### config.mk
export PLATFORM = sky130hd
export DESIGN_NAME = sliding_window_average
export DESIGN_NICKNAME = d
export VERILOG_FILES = /design/src/rtl/core/swa_pkg.sv /design/src/rtl/core/swa_div.sv /design/src/rtl/core/sliding_window_average.sv
export SDC_FILE = /design/constraint.sdc
export NUM_CORES = 2
export LEC_CHECK = 0
export ABC_AREA = 1
export BUFFER_PORTS_ARGS = -buffer_cell sky130_fd_sc_hd__buf_4
export CELL_PAD_IN_SITES_DETAIL_PLACEMENT = 0
export CELL_PAD_IN_SITES_GLOBAL_PLACEMENT = 1
export CORE_ASPECT_RATIO = 1.4
export CORE_MARGIN = 2
export CORE_UTILIZATION = 45
export CTS_CLUSTER_SIZE = 20
export DETAILED_ROUTE_END_ITERATION = 8
export PLACE_DENSITY = 0.86
export REMOVE_ABC_BUFFERS = 1
export SYNTH_ARGS = -nofsm -noshare
export SYNTH_HDL_FRONTEND = slang
export SYNTH_SLANG_ARGS = --single-unit
### constraint.sdc
create_clock -name clk -period 4.45 [get_ports clk]
set_input_delay 0.89 -clock clk [delete_from_list [all_inputs] [get_ports clk]]
set_output_delay 0.89 -clock clk [all_outputs]
set_load 0.01 [all_outputs]
### src/rtl/core/swa_pkg.sv
// Shared types and constants for the sliding-window average block.
// No dependencies; used by swa_div and sliding_window_average.
`default_nettype none

package swa_pkg;

  localparam int AVG_WIDTH = 24;
  localparam int LEN_WIDTH = 7;
  localparam logic [LEN_WIDTH-1:0] LEN_RESET = 7'd5;

  typedef enum logic [1:0] {
    ST_IDLE,
    ST_UPD,
    ST_DIV
  } swa_state_t;

  typedef struct packed {
    logic busy;
    logic done;
  } swa_div_stat_t;

endpackage

`default_nettype wire

### src/rtl/core/swa_div.sv
// Bit-serial signed divider: (sum * 2^FRAC_BITS) / divisor, truncated toward zero,
// saturated to the average width. Depends on swa_pkg.
`default_nettype none

module swa_div #(
  parameter int SUM_W     = 22,
  parameter int FRAC_BITS = 8,
  parameter int DIV_W     = 7
) (
  input  wire                                  clk,
  input  wire                                  rst_n,
  input  wire                                  start,
  input  wire logic signed [SUM_W-1:0]         dividend,
  input  wire logic [DIV_W-1:0]                divisor,
  output swa_pkg::swa_div_stat_t               stat,
  output logic signed [swa_pkg::AVG_WIDTH-1:0] quotient
);

  localparam int NW  = SUM_W + FRAC_BITS;
  localparam int CW  = $clog2(NW + 1);
  localparam int EW  = (NW > swa_pkg::AVG_WIDTH) ? NW : swa_pkg::AVG_WIDTH;
  localparam int AW  = swa_pkg::AVG_WIDTH;

  logic [NW-1:0]    qd_r, qd_nxt;
  logic [DIV_W-1:0] rem_r;
  logic [DIV_W:0]   rem_nxt;
  logic [DIV_W-1:0] d_r;
  logic             neg_r;
  logic [CW-1:0]    cnt_r;
  logic             busy_r, done_r;

  logic [SUM_W-1:0] mag;
  logic [DIV_W:0]   rem_sh;
  logic             ge;
  logic [EW-1:0]    q_ext;

  assign mag = dividend[SUM_W-1] ? (~dividend + 1'b1) : dividend;

  always_comb begin
    rem_sh  = {rem_r, qd_r[NW-1]};
    ge      = (rem_sh >= {1'b0, d_r});
    rem_nxt = ge ? (rem_sh - {1'b0, d_r}) : rem_sh;
    qd_nxt  = {qd_r[NW-2:0], ge};
  end

  always_ff @(posedge clk) begin
    if (!rst_n) begin
      busy_r <= 1'b0;
      done_r <= 1'b0;
      cnt_r  <= '0;
    end else if (start) begin
      busy_r <= 1'b1;
      done_r <= 1'b0;
      cnt_r  <= CW'(NW);
    end else if (busy_r) begin
      cnt_r <= cnt_r - 1'b1;
      if (cnt_r == CW'(1)) begin
        busy_r <= 1'b0;
        done_r <= 1'b1;
      end
    end
  end

  // The dividend shifts out of the top while quotient bits enter at the bottom.
  // The remainder stays below the divisor, so its top bit is always clear.
  always_ff @(posedge clk) begin
    if (start) begin
      qd_r  <= {mag, {FRAC_BITS{1'b0}}};
      rem_r <= '0;
      d_r   <= divisor;
      neg_r <= dividend[SUM_W-1];
    end else if (busy_r) begin
      qd_r  <= qd_nxt;
      rem_r <= rem_nxt[DIV_W-1:0];
    end
  end

  assign q_ext = EW'(qd_r);

  always_comb begin
    if (neg_r) begin
      if (q_ext > EW'(2 ** (AW - 1))) quotient = {1'b1, {(AW - 1){1'b0}}};
      else                            quotient = -$signed(q_ext[AW-1:0]);
    end else begin
      if (q_ext > EW'(2 ** (AW - 1) - 1)) quotient = {1'b0, {(AW - 1){1'b1}}};
      else                                quotient = $signed(q_ext[AW-1:0]);
    end
  end

  assign stat.busy = busy_r;
  assign stat.done = done_r;

endmodule

`default_nettype wire

### src/rtl/core/sliding_window_average.sv
// Top level of the sliding-window average block: delay-line memory, running sum,
// control sequencer and output register. Depends on swa_pkg and swa_div.
`default_nettype none

// Moving average over the last window_len samples of a signed stream, one word in
// and at most one word out. Samples sit in a single-port-read memory of WINDOW_MAX
// entries; the running sum is updated by read-modify-write of the oldest entry.
// A sample that yields no result (window not yet full) occupies the block for the
// accepting cycle, which issues the memory read, and the update cycle.
// A sample that yields a result goes on from the update cycle to the divide state,
// where the one-bit-per-cycle divider forms sum * 2^FRAC_BITS / window_len; the
// average then loads into the output register. The output register lets the next
// sample be taken while a finished average waits. A window_len of 0 acts as 1, any
// value above WINDOW_MAX as WINDOW_MAX, and any write to it empties the window.
module sliding_window_average #(
  parameter int WINDOW_MAX   = 64,
  parameter int SAMPLE_WIDTH = 16,
  parameter int FRAC_BITS    = 8
) (
  input  wire                                    clk,
  input  wire                                    rst_n,
  input  wire                                    cfg_wr_en,
  input  wire logic [swa_pkg::LEN_WIDTH-1:0]     cfg_wr_data,
  input  wire                                    in_valid,
  output logic                                   in_stall,
  input  wire logic signed [SAMPLE_WIDTH-1:0]    in_sample,
  input  wire                                    in_first,
  output logic                                   out_valid,
  input  wire                                    out_stall,
  output logic signed [swa_pkg::AVG_WIDTH-1:0]   out_average
);

  localparam int LW0    = $clog2(WINDOW_MAX + 1);
  localparam int LW     = (LW0 > swa_pkg::LEN_WIDTH) ? LW0 : swa_pkg::LEN_WIDTH;
  localparam int SLOT_W = (WINDOW_MAX > 1) ? $clog2(WINDOW_MAX) : 1;
  localparam int SUM_W  = SAMPLE_WIDTH + $clog2(WINDOW_MAX);

  swa_pkg::swa_state_t state_r, state_nxt;

  logic [swa_pkg::LEN_WIDTH-1:0] window_len_r;
  logic signed [SUM_W-1:0]       sum_r, sum_nxt;
  logic [LW-1:0]                 fill_r, fill_nxt;
  logic [SLOT_W-1:0]             slot_r, slot_nxt;
  logic signed [SAMPLE_WIDTH-1:0] s_r;

  logic [SAMPLE_WIDTH-1:0] mem [WINDOW_MAX];
  logic signed [SAMPLE_WIDTH-1:0] rdata_r;

  logic signed [swa_pkg::AVG_WIDTH-1:0] out_average_r;
  logic                                 out_valid_r;

  logic [LW-1:0]       wl, len_act;
  logic                accept;
  logic [SLOT_W-1:0]   slot_base, slot_eff;
  logic signed [SUM_W-1:0] old_ext;
  logic                result_due;
  logic                div_start;
  logic                out_load;

  swa_pkg::swa_div_stat_t              div_stat;
  logic signed [swa_pkg::AVG_WIDTH-1:0] div_q;

  always_comb begin
    wl = LW'(window_len_r);
    if (wl == '0)                  len_act = LW'(1);
    else if (wl > LW'(WINDOW_MAX)) len_act = LW'(WINDOW_MAX);
    else                           len_act = wl;
  end

  assign accept = in_valid && !in_stall;

  // Write slot after the first flag has been applied and wrapped into the active window.
  always_comb begin
    slot_base = in_first ? '0 : slot_r;
    slot_eff  = (LW'(slot_base) >= len_act) ? '0 : slot_base;
  end

  // Update of the running sum with the entry that leaves the window, and of the fill count and write slot.
  always_comb begin
    old_ext  = (fill_r >= len_act) ? SUM_W'(rdata_r) : '0;
    sum_nxt  = sum_r - old_ext + SUM_W'(s_r);
    fill_nxt = (fill_r < len_act) ? fill_r + 1'b1 : fill_r;
    slot_nxt = (LW'(slot_r) + LW'(1) >= len_act) ? '0 : slot_r + SLOT_W'(1);
    result_due = (fill_nxt >= len_act);
  end

  // Next state.
  always_comb begin
    state_nxt = state_r;
    case (state_r)
      swa_pkg::ST_IDLE: if (accept) state_nxt = swa_pkg::ST_UPD;
      swa_pkg::ST_UPD:  state_nxt = result_due ? swa_pkg::ST_DIV : swa_pkg::ST_IDLE;
      swa_pkg::ST_DIV:  if (out_load) state_nxt = swa_pkg::ST_IDLE;
      default:          state_nxt = swa_pkg::ST_IDLE;
    endcase
  end

  // Sequencer outputs.
  always_comb begin
    in_stall  = 1'b1;
    div_start = 1'b0;
    out_load  = 1'b0;
    case (state_r)
      swa_pkg::ST_IDLE: in_stall = 1'b0;
      swa_pkg::ST_UPD:  div_start = result_due;
      swa_pkg::ST_DIV:  out_load = div_stat.done && (!out_valid_r || !out_stall);
      default:          in_stall = 1'b1;
    endcase
  end

  always_ff @(posedge clk) begin
    if (!rst_n) begin
      state_r      <= swa_pkg::ST_IDLE;
      window_len_r <= swa_pkg::LEN_RESET;
      sum_r        <= '0;
      fill_r       <= '0;
      slot_r       <= '0;
    end else begin
      state_r <= state_nxt;
      if (cfg_wr_en) begin
        window_len_r <= cfg_wr_data;
        sum_r        <= '0;
        fill_r       <= '0;
        slot_r       <= '0;
      end else if (accept) begin
        if (in_first) begin
          sum_r  <= '0;
          fill_r <= '0;
        end
        slot_r <= slot_eff;
      end else if (state_r == swa_pkg::ST_UPD) begin
        sum_r  <= sum_nxt;
        fill_r <= fill_nxt;
        slot_r <= slot_nxt;
      end
    end
  end

  always_ff @(posedge clk) begin
    if (accept) s_r <= in_sample;
  end

  // The write lands in the update cycle, before any later read can be issued.
  always_ff @(posedge clk) begin
    if (state_r == swa_pkg::ST_UPD) mem[slot_r] <= s_r;
    if (accept) rdata_r <= mem[slot_eff];
  end

  swa_div #(
    .SUM_W     (SUM_W),
    .FRAC_BITS (FRAC_BITS),
    .DIV_W     (LW)
  ) u_div (
    .clk      (clk),
    .rst_n    (rst_n),
    .start    (div_start),
    .dividend (sum_nxt),
    .divisor  (len_act),
    .stat     (div_stat),
    .quotient (div_q)
  );

  always_ff @(posedge clk) begin
    if (!rst_n) begin
      out_valid_r <= 1'b0;
    end else if (out_load) begin
      out_valid_r <= 1'b1;
    end else if (!out_stall) begin
      out_valid_r <= 1'b0;
    end
  end

  always_ff @(posedge clk) begin
    if (out_load) out_average_r <= div_q;
  end

  assign out_valid   = out_valid_r;
  assign out_average = out_average_r;

`ifndef SYNTHESIS
  a_fill_bound: assert property (@(posedge clk) disable iff (!rst_n)
    (state_r == swa_pkg::ST_IDLE) |-> (fill_r <= len_act))
    else $error("window fill count exceeds window length");

  a_slot_bound: assert property (@(posedge clk) disable iff (!rst_n)
    (state_r == swa_pkg::ST_UPD) |-> (LW'(slot_r) < len_act))
    else $error("write slot outside the active ring");

  a_no_accept_busy: assert property (@(posedge clk) disable iff (!rst_n)
    accept |-> !div_stat.busy)
    else $error("sample accepted while the divider is busy");

  a_load_after_done: assert property (@(posedge clk) disable iff (!rst_n)
    div_start |=> !div_stat.done && !out_load)
    else $error("average loaded before the divider finished");
`endif

endmodule

`default_nettype wire
After elaboration in Yosys (flattened, before gate mapping)
Memories as Yosys holds them, arrays and structs flattened. A register that Yosys moved wholly into a read port is not among the register bits.
Cells that the tools add are included.

word-level totals
  register bits = 137
  bits in writable memories = 1024
  bits of input ports = 29
  output and inout bits = 26
  logic and storage cells = 97
  memories kept = 1

cells by class
  $add $sub $neg = 9
  $lt $le $gt $ge = 9
  equal/unequal tests = 7
  muxes and demuxes = 38
  bitwise logic cells = 2
  reductions and logical operators = 14

memories
  memory  words  width  rd ports  clocked after Yosys merged registers in  write ports  RTL line                      source
  mem     64     16     1         1                                        1            sliding_window_average.sv:46  logic [SAMPLE_WIDTH-1:0] mem [WINDOW_MAX];

operators with widths
  cell                     count
  $mux W22                 5
  $mux W24                 3
  $mux W30                 2
  $mux W7                  7
  $gt A30 B23 Y1 const B   1
  $gt A30 B24 Y1 const B   1
  $mux W6                  5
  $neg A24 Y24             1
  $add A22 B1 Y22 const B  1
  $add A22 B16 Y22         1
  $not A22 Y22             1
  $sub A22 B22 Y22         1
  $ge A7 B7 Y1             3
  $mux W1                  10
  $mux W5                  2
  $ge A8 B7 Y1             1
  $add A6 B1 Y7 const B    1
  $add A7 B1 Y7 const B    1
  $ge A6 B7 Y1             1
  $gt A7 B7 Y1 const B     1
  $logic_not A7 Y1         1
  $lt A7 B7 Y1             1
  $sub A7 B7 Y7            1
  $add A6 B1 Y6 const B    1
  other kinds (16)         26

Depth between registers and ports, before layout
  depth after elaboration = 11
  mapped depth = 31
  gate-level depth less buffers = 31

By module
From an unflattened synthesis, not the netlist that was laid out.

second synthesis, totals
  cells, all modules = 5386
  area, all modules = 54218.2 µm²

modules (own cells, without submodules)
  module                  times used  cells each  area an instance (µm²)  sequential area each (µm²)
  sliding_window_average  1           4841        50353.3                 33332.0
  swa_div                 1           545         3865.0                  1341.3

Least setup slack after synthesis
No wires, ideal clock.

  kind = register to register
  start = reg window_len_r[0] (netlist bit)
  end = reg u_div.qd_r[14], in the netlist u_div.q_ext[14], data pin
  setup time = 0.265 ns
  arrival time = 4.206 ns
  data required time = 4.185 ns
  setup slack = -0.022 ns
  cell stages (with the launch flop) = 29
  buffers on the path = 3
  period minus slack after synthesis = 4.472 ns
  cell sequence = dfxtp_1 nor4_1 a31oi_1 a21oi_1 ha_1 nand4_1 nand3_1 clkbuf_1 nand2_1 inv_1 fa_1 inv_1 ha_1 nand2_1 inv_1 nand2_1 inv_1 a21oi_1 nand2_1 nand2_1 nand2_1 inv_1 nand3_1 nand2_1 buf_2 buf_2 nand3_1 nand3_1 o21ai_0

on the way
  elaborated cells on any way between the ends = 16
  those cells by class = 3 x add/sub; 4 x order compare; 7 x mux; 1 x bitwise; 1 x reduce/logical

RTL lines
  what                      RTL line                       source
  start: declaration        sliding_window_average.sv:40   logic [swa_pkg::LEN_WIDTH-1:0] window_len_r;
  start signal: assignment  sliding_window_average.sv:114  window_len_r <= swa_pkg::LEN_RESET;
  start signal: assignment  sliding_window_average.sv:121  window_len_r <= cfg_wr_data;
  $gt A7 B7 Y1              sliding_window_average.sv:66   else if (wl > LW'(WINDOW_MAX)) len_act = LW'(WINDOW_MAX);
  $mux W7                   sliding_window_average.sv:66
  $mux W7 (*)               sliding_window_average.sv:65   if (wl == '0) len_act = LW'(1);
  net len_act[0]            sliding_window_average.sv:52   logic [LW-1:0] wl, len_act;
  $ge A7 B7 Y1 (*)          sliding_window_average.sv:80   old_ext = (fill_r >= len_act) ? SUM_W'(rdata_r) : '0;
  $mux W22 (*)              sliding_window_average.sv:80
  $sub A22 B22 Y22 (*)      sliding_window_average.sv:81   sum_nxt = sum_r - old_ext + SUM_W'(s_r);
  $add A22 B16 Y22 (*)      sliding_window_average.sv:81
  net sum_nxt[21]           sliding_window_average.sv:41   logic signed [SUM_W-1:0] sum_r, sum_nxt;
  $mux W22 (*)              swa_div.sv:37                  assign mag = dividend[SUM_W-1] ? (~dividend + 1'b1) : dividend;
  $mux W30 (*)              swa_div.sv:67                  if (start) begin
  end signal: assignment    swa_div.sv:68                  qd_r <= {mag, {FRAC_BITS{1'b0}}};
  end signal: assignment    swa_div.sv:73                  qd_r <= qd_nxt;
  end: declaration          swa_div.sv:24                  logic [NW-1:0] qd_r, qd_nxt;

Mark *: on every way through the listed nets, which the timed path passes. The rest lies on a longest branch.
A chain may end at the register's enable or synchronous reset.

Worst setup path in the final report
  start = reg window_len_r[3] (netlist bit)
  end = reg u_div.qd_r[27], in the netlist u_div.q_ext[27], data pin

on the way
  longest elaborated chain between the ends = 11
  elaborated cells on any way between the ends = 16
  those cells by class = 3 x add/sub; 4 x order compare; 7 x mux; 1 x bitwise; 1 x reduce/logical

ends and longest elaborated chain
  what              RTL line
  $gt A7 B7 Y1      sliding_window_average.sv:66
  $mux W7           sliding_window_average.sv:66
  $mux W7 (*)       sliding_window_average.sv:65
  net len_act[0]    sliding_window_average.sv:52
  $ge A7 B7 Y1      sliding_window_average.sv:80
  $mux W22          sliding_window_average.sv:80
  $sub A22 B22 Y22  sliding_window_average.sv:81
  $add A22 B16 Y22  sliding_window_average.sv:81
  $not A22 Y22      swa_div.sv:37
  $add A22 B1 Y22   swa_div.sv:37
  $mux W22          swa_div.sv:37
  $mux W30 (*)      swa_div.sv:67

Marked as above.

==> impl_metrics.env <==
export IMPL_outcome="complete, no violations"
export IMPL_syn_avg_cell_area_um2=9.79
export IMPL_grt_pass1_vias=39100
export IMPL_via_per_inst=5.44
export IMPL_firstDrtPassIters=7
export IMPL_ys_warn_count=0
export IMPL_drt_initial_drc_count=4001
export IMPL_ant_nets=0
export IMPL_syn_cell_area_um2=55700
export IMPL_cts_buffers=107
export IMPL_n_antenna_cell=0
export IMPL_cts_tree="built"
export IMPL_r2r_end="u_div.q_ext[27]"
export IMPL_cp_end_kind="flop"
export IMPL_area_growth_syn_to_layout_pct=14.2
export IMPL_yosysTopAreaCell="edfxtp_1"
export IMPL_htreeDepth=3
export IMPL_ys_seq_elements=1177
export IMPL_p_clk_share_pct=36.2
export IMPL_p_int_mw=18.4
export IMPL_cts_hold_buf=0
export IMPL_clockRootBuffer="clkbuf_16"
export IMPL_use_met3_pct=3.34
export IMPL_start_util_pct=45.4
export IMPL_nFillCells=10700
export IMPL_dieArea_um2=127000
export IMPL_fin_skew_ps=38.5
export IMPL_vdd_drop_max_uv=325
export IMPL_avgRoutedWirePerCell_um=20.2
export IMPL_finalHoldViolations=0
export IMPL_rsz0062_at_grt="true"
export IMPL_finalSetupViolCount=0
export IMPL_worstHoldStart="in_sample[11]"
export IMPL_layout_drive_gt1_share_pct=11.6
export IMPL_cts_sinks=1177
export IMPL_cp_startpoint="window_len_r[3]"
export IMPL_grt_use_met2_pct=41.1
export IMPL_final_common_cell="inv_1"
export IMPL_drv_cap=0
export IMPL_num_vias=41000
export IMPL_place_gp_congestion=0.929
export IMPL_fmaxAchievable_mhz=235
export IMPL_grtUsageTotal_pct=23.8
export IMPL_worstSetupEndpoint="u_div.q_ext[27]"
export IMPL_synthFlopType="edfxtp_1"
export IMPL_grt_overflow=0
export IMPL_p_leak_nw=26.8
export IMPL_synth_cell_types=43
export IMPL_synthCells=5684
export IMPL_synth_edf_count=1110
export IMPL_die_x_um=301
export IMPL_start_kind="flop"
export IMPL_seq_power_share_pct=50.2
export IMPL_worstPathArrival_ps=4720
export IMPL_drv_slew=0
export IMPL_wl_mm=152
export IMPL_yosysTopAreaCellShare_pct=59.9
export IMPL_criticalPathCategory="reg -> reg"
export IMPL_grt_use_met1_pct=28.5
export IMPL_seq_area_um2=34700
export IMPL_multi_input_area_um2=16000
export IMPL_tightest_slew_ps=1260
export IMPL_yosys_top_cells_area="edfxtp_1, nand3_1, inv_1"
export IMPL_crit_required_ps=4920
export IMPL_r2r_cells=27
export IMPL_clk_path_buf_depth=3
export IMPL_dp_hpwl_mm=91.9
export IMPL_reg2reg_from="window_len_r[3]"
export IMPL_design_area_um2=63600
export IMPL_grt_most_used_layer="met2"
export IMPL_post_route_period_util_pct=95.5
export IMPL_comb_power_share_pct=13.7
export IMPL_hold_class="in -> reg"
export IMPL_port_buffers=54
export IMPL_clk_latency_ps=740
export IMPL_utilization_pct=51.8
export IMPL_drc=0
export IMPL_dieHeight_um=420
export IMPL_rows=152
export IMPL_max_slew_margin_pct=16.2
export IMPL_core_area_um2=123000
export IMPL_async_flop_share_pct=0
export IMPL_swShare_pct=25.6
export IMPL_cp_max_fo=16
export IMPL_ys_seq_area_share_pct=62.3
export IMPL_p_sw_mw=6.33
export IMPL_min_period_ps=4250
export IMPL_layout_common_cells="inv_1, edfxtp_1, nand2_1"
export IMPL_ios=55
export IMPL_cts_clk_slew_worst_paths_ps=70
export IMPL_placed_area_um2=59500
export IMPL_powerDensity_nw_per_um2=389
export IMPL_grt_first_pass_wirelength_mm=230
export IMPL_antenna_found_initial=2
export IMPL_layout_nets=5943
export IMPL_reg2reg_slack_ps=200
export IMPL_grt_max_degree=166
## worst min-delay path by stage
stage	cells after the start	endpoint	slack (ps)
finish	1	s_r[11]	330
global route	1	s_r[11]	310
CTS	1	s_r[11]	290
detailed placement	2	u_div.rem_r[6]	450
global placement	2	u_div.rem_r[6]	440
floorplan	2	u_div.rem_r[6]	420
## worst max-delay path: stages, from the launching register on
cell	delay [ps]
dfxtp_2	340
nor4_4	300
a31oi_1	150
a21oi_2	160
ha_1	250
nand4_1	110
nand3_2	110
buf_12	170
nand2_1	60
inv_1	50
fa_1	540
inv_1	60
ha_1	300
nand2_1	80
nor2_2	130
nand2_2	90
nand3_4	90
nand2_1	60
nand2_1	180
nand3_2	150
nor2_4	130
nand3_2	100
nand2_2	120
nand2_2	70
inv_2	60
nand2_1	40
nand2_1	50
nand3_1	50
## power by group through the flow
stage | Sequential, mW | Clock [mW] | Combinational [mW]
finish | 12.4 | 8.95 | 3.38
global route | 12.4 | 9.48 | 3.72
floorplan | 12.7 | 0 | 1.69
CTS | 12.4 | 9.06 | 3.07
global placement | 12.6 | 0 | 2.99
detailed placement | 12.6 | 0 | 3.02
## cell usage after synthesis (all sizes together), types with 37 or more instances
| master | count |
|---|---|
| nor2 | 162 |
| edfxtp | 1110 |
| dfxtp | 67 |
| nand2 | 1047 |
| clkbuf | 171 |
| a21oi | 79 |
| o211ai | 37 |
| buf | 157 |
| inv | 1140 |
| o21ai | 224 |
| nand4 | 367 |
| ha | 62 |
| nand3 | 933 |
## through the flow
step / power, mW / setup WS (ps) / cells / setup TNS [ps] / hold WS [ps]
final: 24.7 / 199 / 7532 / 0 / 329
after CTS: 24.5 / -12.5 / 7527 / -17.1 / 287
after floorplan: 14.4 / -30860 / 5356 / -593310 / 421
after global placement: 15.6 / -159 / 7332 / -1480 / 436
after global routing: 25.6 / -97.5 / 7532 / -847 / 310
after detailed placement: 15.7 / -231 / 7332 / -3300 / 450
## what timing repair did
action / CTS / global route
pin swaps: 4 / 21
setup buffers: 1 / 3
resized for setup: 24 / 143
setup endpoints to repair: 22 / 67
gates cloned: 0 / 2
## cell type report
cell class,instances,share of cell area [%]
inverters,1143,6.78
multi-input cells,3037,25.2
clock buffers,132,4.44
repair buffers,364,5.03
flip-flops and latches,1177,54.5
well taps,1617,3.18
clock inverters,62,0.803
## flip-flops by register name, summed over array words and instances (netlist names), 16 cells and up
signal	flops
out_average	24
rdata_r	16
s_r	16
sum_r	22
u_div.q_ext	30
mem	1024
## cell families (layout without fill, tap and decap cells)
kind of cell    Yosys count  in the layout  synth area share (%)
compound gates          370            370                  3.61
xor+xnor                 35             35                 0.551
fa+ha+maj                84             84                  2.18
buf+inv                1471           1701                  10.3
flops                  1177           1177                  62.3
simple gates           2547           2548                  21.1
## per-layer routing
metal  up-vias  part of all wire (%)
met3       317                   7.0
met2      1536                    50
met1     19700                    37
met5         -                0.0085
met4         2                   5.6
li1      19400                     -
Note: power is estimated with default switching activity, not from simulation.
